### src/rtl/krwc_pkg.sv
// ----------------------------------------------------------------------------
// krwc_pkg
// Shared widths, constants, register indexes and helper functions for the
// RTT window control block and its arithmetic units.
// ----------------------------------------------------------------------------
package krwc_pkg;

   // fixed-point format and field widths
   localparam int FRAC_BITS  = 16;
   localparam int RTT_BITS   = 20;
   localparam int CW_BITS    = 32;
   localparam int SEG_BITS   = 16;
   localparam int EST_BITS   = 56;
   localparam int PRED_BITS  = 36;
   localparam int NOISE_BITS = 24;
   localparam int ALPHA_BITS = 17;
   localparam int RATIO_BITS = 19;
   localparam int CSR_IDX_BITS = 3;
   localparam int CSR_DATA_BITS = 24;

   // shared multiplier: 56x56 built from four 28x28 partial products
   localparam int HALF_W    = EST_BITS / 2;
   localparam int PROD_BITS = 2 * EST_BITS;

   // shared divider
   localparam int DVD_BITS  = 36;
   localparam int DVS_BITS  = 48;
   localparam int ITER_BITS = 6;
   localparam int GAIN_BITS = FRAC_BITS + 1;

   // window cut: floor(x/10) = (x * RECIP10) >> CUT_SHIFT, exact for x < 2^38
   localparam int CUT_SHIFT = 39;
   localparam logic [EST_BITS-1:0] RECIP10 =
      EST_BITS'(((64'd1 << CUT_SHIFT) + 64'd9) / 64'd10);

   localparam logic [EST_BITS-1:0]  CAP56   = '1;
   localparam logic [GAIN_BITS-1:0] ONE_Q   = GAIN_BITS'(1 << FRAC_BITS);
   localparam logic [EST_BITS-1:0]  HALF_Q  = EST_BITS'(1 << (FRAC_BITS - 1));
   localparam logic [EST_BITS-1:0]  TENTH_Q = EST_BITS'(((1 << FRAC_BITS) + 5) / 10);

   // configuration register indexes
   typedef enum logic [CSR_IDX_BITS-1:0] {
      CSR_PROCESS_NOISE   = 3'd0,
      CSR_INITIAL_NOISE   = 3'd1,
      CSR_ADAPTIVE_ENABLE = 3'd2,
      CSR_ADAPT_ALPHA     = 3'd3,
      CSR_RATIO_THRESHOLD = 3'd4
   } csr_index_type;

   typedef struct packed {
      logic                start;
      logic [EST_BITS-1:0] a;
      logic [EST_BITS-1:0] b;
   } mul_req_type;

   typedef struct packed {
      logic                 done;
      logic [PROD_BITS-1:0] prod;
   } mul_rsp_type;

   typedef struct packed {
      logic                 start;
      logic [DVS_BITS-1:0]  rem_init;
      logic [DVD_BITS-1:0]  dvd;
      logic [DVS_BITS-1:0]  dvs;
      logic [ITER_BITS-1:0] iters;
   } div_req_type;

   typedef struct packed {
      logic                done;
      logic [DVD_BITS-1:0] quo;
   } div_rsp_type;

   // floor(product / 2^F), saturated to 56 bits
   function automatic logic [EST_BITS-1:0] mul_q_sat(input logic [PROD_BITS-1:0] p);
      logic [EST_BITS-1:0] r;
      if (|p[PROD_BITS-1:EST_BITS+FRAC_BITS]) begin
         r = CAP56;
      end else begin
         r = p[EST_BITS+FRAC_BITS-1:FRAC_BITS];
      end
      return r;
   endfunction

   function automatic logic [EST_BITS-1:0] sat56(input logic [EST_BITS:0] v);
      return v[EST_BITS] ? CAP56 : v[EST_BITS-1:0];
   endfunction

endpackage

### src/rtl/krwc_div.sv
// ----------------------------------------------------------------------------
// krwc_div
// Shared restoring divider, one quotient bit per cycle. The remainder can
// be preloaded so that a fraction quotient needs only its own bits.
// ----------------------------------------------------------------------------
module krwc_div import krwc_pkg::*; (
   input  logic        clock,
   input  logic        reset,
   input  div_req_type req,
   output div_rsp_type rsp
);

   logic [DVS_BITS-1:0]  rem_ff, dvs_ff;
   logic [DVD_BITS-1:0]  dvd_ff, quo_ff;
   logic [ITER_BITS-1:0] cnt_ff;
   logic                 busy_ff, done_ff;
   logic [DVS_BITS:0]    trial;
   logic                 ge;

   // one restoring step
   always_comb begin
      trial = {rem_ff, dvd_ff[DVD_BITS-1]};
      ge    = trial >= {1'b0, dvs_ff};
   end

   always_ff @(posedge clock) begin
      if (reset) begin
         busy_ff <= 1'b0;
         done_ff <= 1'b0;
         cnt_ff  <= '0;
      end else begin
         done_ff <= 1'b0;
         if (req.start) begin
            rem_ff  <= req.rem_init;
            dvd_ff  <= req.dvd;
            dvs_ff  <= req.dvs;
            quo_ff  <= '0;
            cnt_ff  <= req.iters;
            busy_ff <= 1'b1;
         end else if (busy_ff) begin
            rem_ff <= ge ? DVS_BITS'(trial - {1'b0, dvs_ff}) : trial[DVS_BITS-1:0];
            dvd_ff <= {dvd_ff[DVD_BITS-2:0], 1'b0};
            quo_ff <= {quo_ff[DVD_BITS-2:0], ge};
            cnt_ff <= cnt_ff - ITER_BITS'(1);
            if (cnt_ff == ITER_BITS'(1)) begin
               busy_ff <= 1'b0;
               done_ff <= 1'b1;
            end
         end
      end
   end

   assign rsp.done = done_ff;
   assign rsp.quo  = quo_ff;

endmodule

### config.mk
export PLATFORM = sky130hd
export DESIGN_NAME = krwc_div
export DESIGN_NICKNAME = d
export VERILOG_FILES = /design/src/rtl/krwc_pkg.sv /design/src/rtl/krwc_div.sv
export SDC_FILE = /design/constraint.sdc
export NUM_CORES = 1
export LEC_CHECK = 0
export BUFFER_PORTS_ARGS = -buffer_cell sky130_fd_sc_hd__buf_2
export CAP_MARGIN = 10
export CORE_ASPECT_RATIO = 1.5
export CORE_MARGIN = 3
export CORE_UTILIZATION = 55
export DETAILED_ROUTE_END_ITERATION = 7
export PLACE_DENSITY = 0.87
export SLEW_MARGIN = 40
export SYNTH_ARGS = -nofsm -noshare
export SYNTH_HDL_FRONTEND = slang
export SYNTH_SLANG_ARGS = --single-unit
### constraint.sdc
create_clock -name clock -period 11.7 [get_ports clock]
set_input_delay 1.17 -clock clock [delete_from_list [all_inputs] [get_ports clock]]
set_output_delay 1.17 -clock clock [all_outputs]
set_load 0.01 [all_outputs]
Word-level counts from Yosys, hierarchy flattened
Index checks and enable logic that the tools add are counted.
Widths: inputs -> output; s select.
{"block": "word_totals", "regBits": 176, "latchBits": 0, "ramBits": 0, "rom_bits": 0, "input_bits": 141, "output_inout_bits": 37, "memories": 0}
{"block": "op_classes", "add_sub_neg": 2, "mul": 0, "div_mod_pow": 0, "n_lt_le_gt_ge": 1, "n_eq_ne": 1, "shift": 0, "mux": 12, "bitwise": 2, "reduce_logical": 4}
{"operator": "$mux 48", "n": 3}
{"operator": "$mux 36", "n": 3}
{"operator": "$ge 49x48->1", "n": 1}
{"operator": "$sub 48x48->48", "n": 1}
{"operator": "$mux 6", "n": 2}
{"operator": "$eq 6x1->1 const B", "n": 1}
{"operator": "$sub 6x1->6 const B", "n": 1}
{"operator": "$mux 1", "n": 4}
{"operator": "$reduce_and 2->1", "n": 2}
{"operator": "$reduce_or 3->1", "n": 1}
{"operator": "$not 1->1", "n": 2}
{"operator": "$reduce_bool 2->1", "n": 1}

Longest topological paths before layout
{"block": "depth", "depth_word": 4, "mapped_depth": 14}

Least setup slack after synthesis
No wires, ideal clock.
{"block": "synth_timing", "path_type": "input to register", "startpoint": "in req[138] (netlist bit)", "endpoint": "reg dvd_ff[0], enable pin", "arrival_time_ns": 6.810, "setup_slack_ns": 4.290, "path_stages": 4, "n_path_buf": 2, "cell_sequence": "clkbuf_1 > buf_1 > nor2_1 > nor2_1"}
{"block": "synth_via", "elab_chain_cells": 2}
{"item": "start, declared", "line_no": "krwc_div.sv:9", "text": "input div_req_type req,"}
{"item": "$reduce_bool 2->1 (no source line)"}
{"item": "$reduce_and 2->1 (no source line)"}
{"item": "end signal, assigned", "line_no": "krwc_div.sv:35", "text": "dvd_ff <= req.dvd;"}
{"item": "end signal, assigned", "line_no": "krwc_div.sv:42", "text": "dvd_ff <= {dvd_ff[DVD_BITS-2:0], 1'b0};"}
{"item": "end, declared", "line_no": "krwc_div.sv:14", "text": "logic [DVD_BITS-1:0] dvd_ff, quo_ff;"}
Every way passes these cells.
A chain may end at the register's enable or synchronous reset.

Worst setup path after layout
{"block": "layout_timing", "startpoint": "reg rem_ff[0]", "endpoint": "reg rem_ff[43], data pin"}
{"block": "layout_via", "elab_chain_cells": 4}
{"item": "start, declared", "line_no": "krwc_div.sv:13", "text": "logic [DVS_BITS-1:0] rem_ff, dvs_ff;"}
{"item": "start signal, assigned", "line_no": "krwc_div.sv:34", "text": "rem_ff <= req.rem_init;"}
{"item": "start signal, assigned", "line_no": "krwc_div.sv:41", "text": "rem_ff <= ge ? DVS_BITS'(trial - {1'b0, dvs_ff}) : trial[DVS_BITS-1:0];"}
{"item": "$sub 48x48->48 / $ge 49x48->1 (equally long branches)", "line_no": "krwc_div.sv:41, krwc_div.sv:23"}
{"item": "$mux 48 *", "line_no": "krwc_div.sv:41"}
{"item": "$mux 48 *", "line_no": "krwc_div.sv:40", "text": "end else if (busy_ff) begin"}
{"item": "$mux 48 *", "line_no": "krwc_div.sv:33", "text": "if (req.start) begin"}
Mark *: on every way between the ends. The rest lies on a longest branch, timed or not. The select of a mux whose other input is x is not followed.

==> metrics.md <==
| Metric | Value |
|---|---|
| Area delta synth->final | 15.8% |
| Slew @ Worst Pin | about 810 ps |
| Gr usage total | 25.7% |
| Slew Viols, Final | 0 |
| Cts repair resizes | 0 |
| Io pins | 178 |
| Share of cells above drive strength 1 | about a quarter |
| Worst path required time | about 12000 ps |
| Syn Inst Count | between 900 and 1000 |
| Fillers | approximately 1400 |
| Cell Chain, Critical Path | ha_1 > nor2b_1 > o2111ai_1 > a2111oi_1 > o2111ai_1 > a21oi_1 > a31oi_1 > o21ai_0 > xnor2_1 > o21ai_0 |
| Mapped cell area | roughly 10000 µm² |
| CP Launch Type | flop |
| First-pass GRT wire length | 42.4 mm |
| Status | complete, no violations |
| Rows | 60 |
| Total congestion overflow | 0 |
| Synthesized Nets | roughly 1100 |
| Initial antenna violation count | 0 |
| Die width | 118 µm |
| Async SR Flop Fraction | 0% |
| Syn_area_per_cell | 10.8 µm² |
| CP endpoint kind | flop |
| Cell leakage power | between 4 and 5 nW |
| Tot Pwr | approximately 0.0018 W |
| Int Pwr | ~0.0012 W |
| Min-delay src | dvd_ff[13] |
| Sequential fraction of the synthesis area | ~50% |
| Clock transition at the registers of the reported paths | ~80 ps |
| Final wirelength | around 26 mm |
| Diode count | 0 |
| Final Hold Violating Endpoints | 0 |
| Max clock buf depth | 2 |
| Post-DRT Antenna Nets | 0 |
| Vias/cell | slightly above 6 |
| Clk pwr share | 32.4% |
| Switching share of total power | about a third |
| Layout Nets | 1289 |
| Post-synth top area cell | edfxtp_1 |
| FF-to-FF setup slack | between 8000 and 9000 ps |
| Hold EP | dvd_ff[14] |
| DRC marker count from the first detailed-route iteration | about 750 |
| Synth Flop Type | edfxtp_1 |
| Post-synth EDFFs | around 170 |
| Reg-to-reg critical path startpoint | rem_ff[0] |
| Vias in the first global route | 8511 |
| Worst Skew | around 12 ps |
| DRC | 0 |
| Largest net degree at the start of global routing | between 90 and 100 |
| H-tree depth | 4 |
| Dpl hpwl | between 15 and 20 mm |
| Max_cap viols | 0 |
| Routability cong. | 1.00 |
| Root buffer cell | clkbuf_16 |
| Post-synth top cells | edfxtp_1, nand2_1, a21oi_1, inv_1, ha_1 |
| Setup Viol. Count Final | 0 |
| Hold WS | roughly 550 ps |
| Max_slew headroom | 45.4% |
| Vias post-DR | about 8200 |
| Critical Path AT | about 3800 ps |
| R2R Path End | rem_ff[43] |
| Comb pwr share | between 20% and 30% |
| Pwr/cell area | around 150 nW/µm² |
| Area contributors post-synth | edfxtp_1, ha_1, mux2_2 |
| Setup CP Type | flop to flop |
| Worst Hold Class | flop to flop |
| First-pass DRT Iterations | 6 |
| Count leader, synth | edfxtp_1 |
| DIE AREA | slightly above 20000 µm² |
| Final Cycle Share | 31.3% |
| Reg2Reg Depth | 10 |
| Critical-path top delay cell | a2111oi_1 |
| Worst-Skew Late Latency | roughly 450 ps |
| Starting Density | 56.8% |
| WHS Path Cells | 1 |
| Seq pwr share | between 40% and 50% |
| Yosys synthesis warning count | 0 |
| Critical Path Max Stage Delay | 580 ps |
| Port bufs | between 150 and 200 |
| Fin crit period | 3670 ps |
| P_sw | between 0.0005 and 0.0006 W |
| RSZ-0062 raised after global routing | false |
| Yosys top cell area share | approximately half |
| CTS tree | yes |
| Die Span Y | between 150 and 200 µm |
| CTS buffer count | 17 |
| Max Fclk | between 0.2 and 0.3 GHz |
| CP Max Fanout | 5 |
| Distinct cells, synth | 67 |
| DR WL/cell | just under 20 µm |
| Register bit total from synthesis | ~180 |
| Clock sink total | 176 |
| Post-CTS Setup Bufs | 0 |
| Hold_buf cts | 0 |
| Max VDD drop | around 0.12 mV |
| Core area | between 15000 and 20000 µm² |
| Setup TNS | 0 ps |
layer usage:
metal  vias up  GRT usage [%]  share of wire, %
li1       3876              -                 -
met5         -              0                 0
met4         0           11.0               3.4
met3        77           6.90               7.2
met1      3905           29.6                37
met2       350           45.0                52
sequential cells by signal, indices dropped and copies added, names as in the netlist:
register,flops
busy_ff,1
cnt_ff,6
quo_ff,36
done_ff,1
rem_ff,48
dvs_ff,48
dvd_ff,36
power by group through the flow:
| stage | sequential, W | clock [W] | combinational, W |
|---|---|---|---|
| after floorplan | 0.000792 | 0 | 0.000316 |
| after global placement | 0.000789 | 0 | 0.000415 |
| after detailed placement | 0.000791 | 0 | 0.000429 |
| after CTS | 0.000778 | 0.000587 | 0.000434 |
| after global routing | 0.000783 | 0.000616 | 0.000482 |
| final | 0.000778 | 0.000584 | 0.000439 |
cells in the final DEF, fill, tap and decap left out, types with 11 or more instances in the layout:
cell type  instances
nor3_1            16
xor2_1            23
edfxtp_1         168
mux2_2            36
o311ai_0          11
nor2_1            42
a21oi_1           56
nand2_1           64
inv_1             56
clkbuf_16         17
o31ai_1           12
buf_2            176
nor2b_1           41
a41oi_1           17
nand3_1           27
a21o_1            33
a31oi_1           20
o21ai_0           37
xnor2_1           26
nand4_1           31
ha_1              50
and2_1            20
critical path: cells and delay by family, from the launching register on:
kind,cells,cell delay [ps]
XOR/XNOR,1,180
adder cells (fa/ha/maj),1,330
AO/OA/AOI/OAI,7,2250
flip-flops,1,440
AND/OR/NAND/NOR,1,190
stage by stage:
step	worst slack (ps)	instance area [µm²]	cells	util, %
floorplan	4290	10400	957	-
global placement	7710	11300	1324	62.1
detailed placement	8150	11400	1325	62.3
CTS	8190	12000	1357	65.6
global route	7860	12000	1358	65.8
finish	8030	12000	1358	65.8
cell type report:
| cell class | count | area [µm²] | area share (%) |
|---|---|---|---|
| clock buffers | 17 | 425 | 3.55 |
| clock inverters | 15 | 185 | 1.54 |
| inverters | 57 | 214 | 1.78 |
| multi-input cells | 661 | 4680 | 39.0 |
| flip-flops and latches | 176 | 5200 | 43.4 |
| well taps | 248 | 310 | 2.59 |
| repair buffers | 184 | 976 | 8.14 |
logic make-up after synthesis:
kind of cell | Yosys count | synth area share (%)
buffers and inverters | 120 | 4.86
xor gates and xnor gates | 49 | 4.14
and+or+nand+nor | 279 | 14.0
AOI/OAI and AO/OA | 246 | 16.6
muxes | 36 | 3.91
adders and majority gates | 51 | 6.23
DFF | 176 | 50.2
worst max-delay path by stage:
| stage | from | end | depth (start not counted) | slack (ps) |
|---|---|---|---|---|
| 2_1_floorplan | req[138] | dvd_ff[0] | 4 | 4290 |
| 3_3_place_gp | req[138] | dvd_ff[10] | 4 | 7710 |
| 3_5_place_dp | req[138] | dvd_ff[10] | 4 | 8150 |
| 4_1_cts | rem_ff[3] | rem_ff[42] | 10 | 8190 |
| 5_1_grt | rem_ff[0] | rem_ff[43] | 10 | 7860 |
| 6_report | rem_ff[0] | rem_ff[43] | 10 | 8030 |
Power figures use the tool's default switching activity.
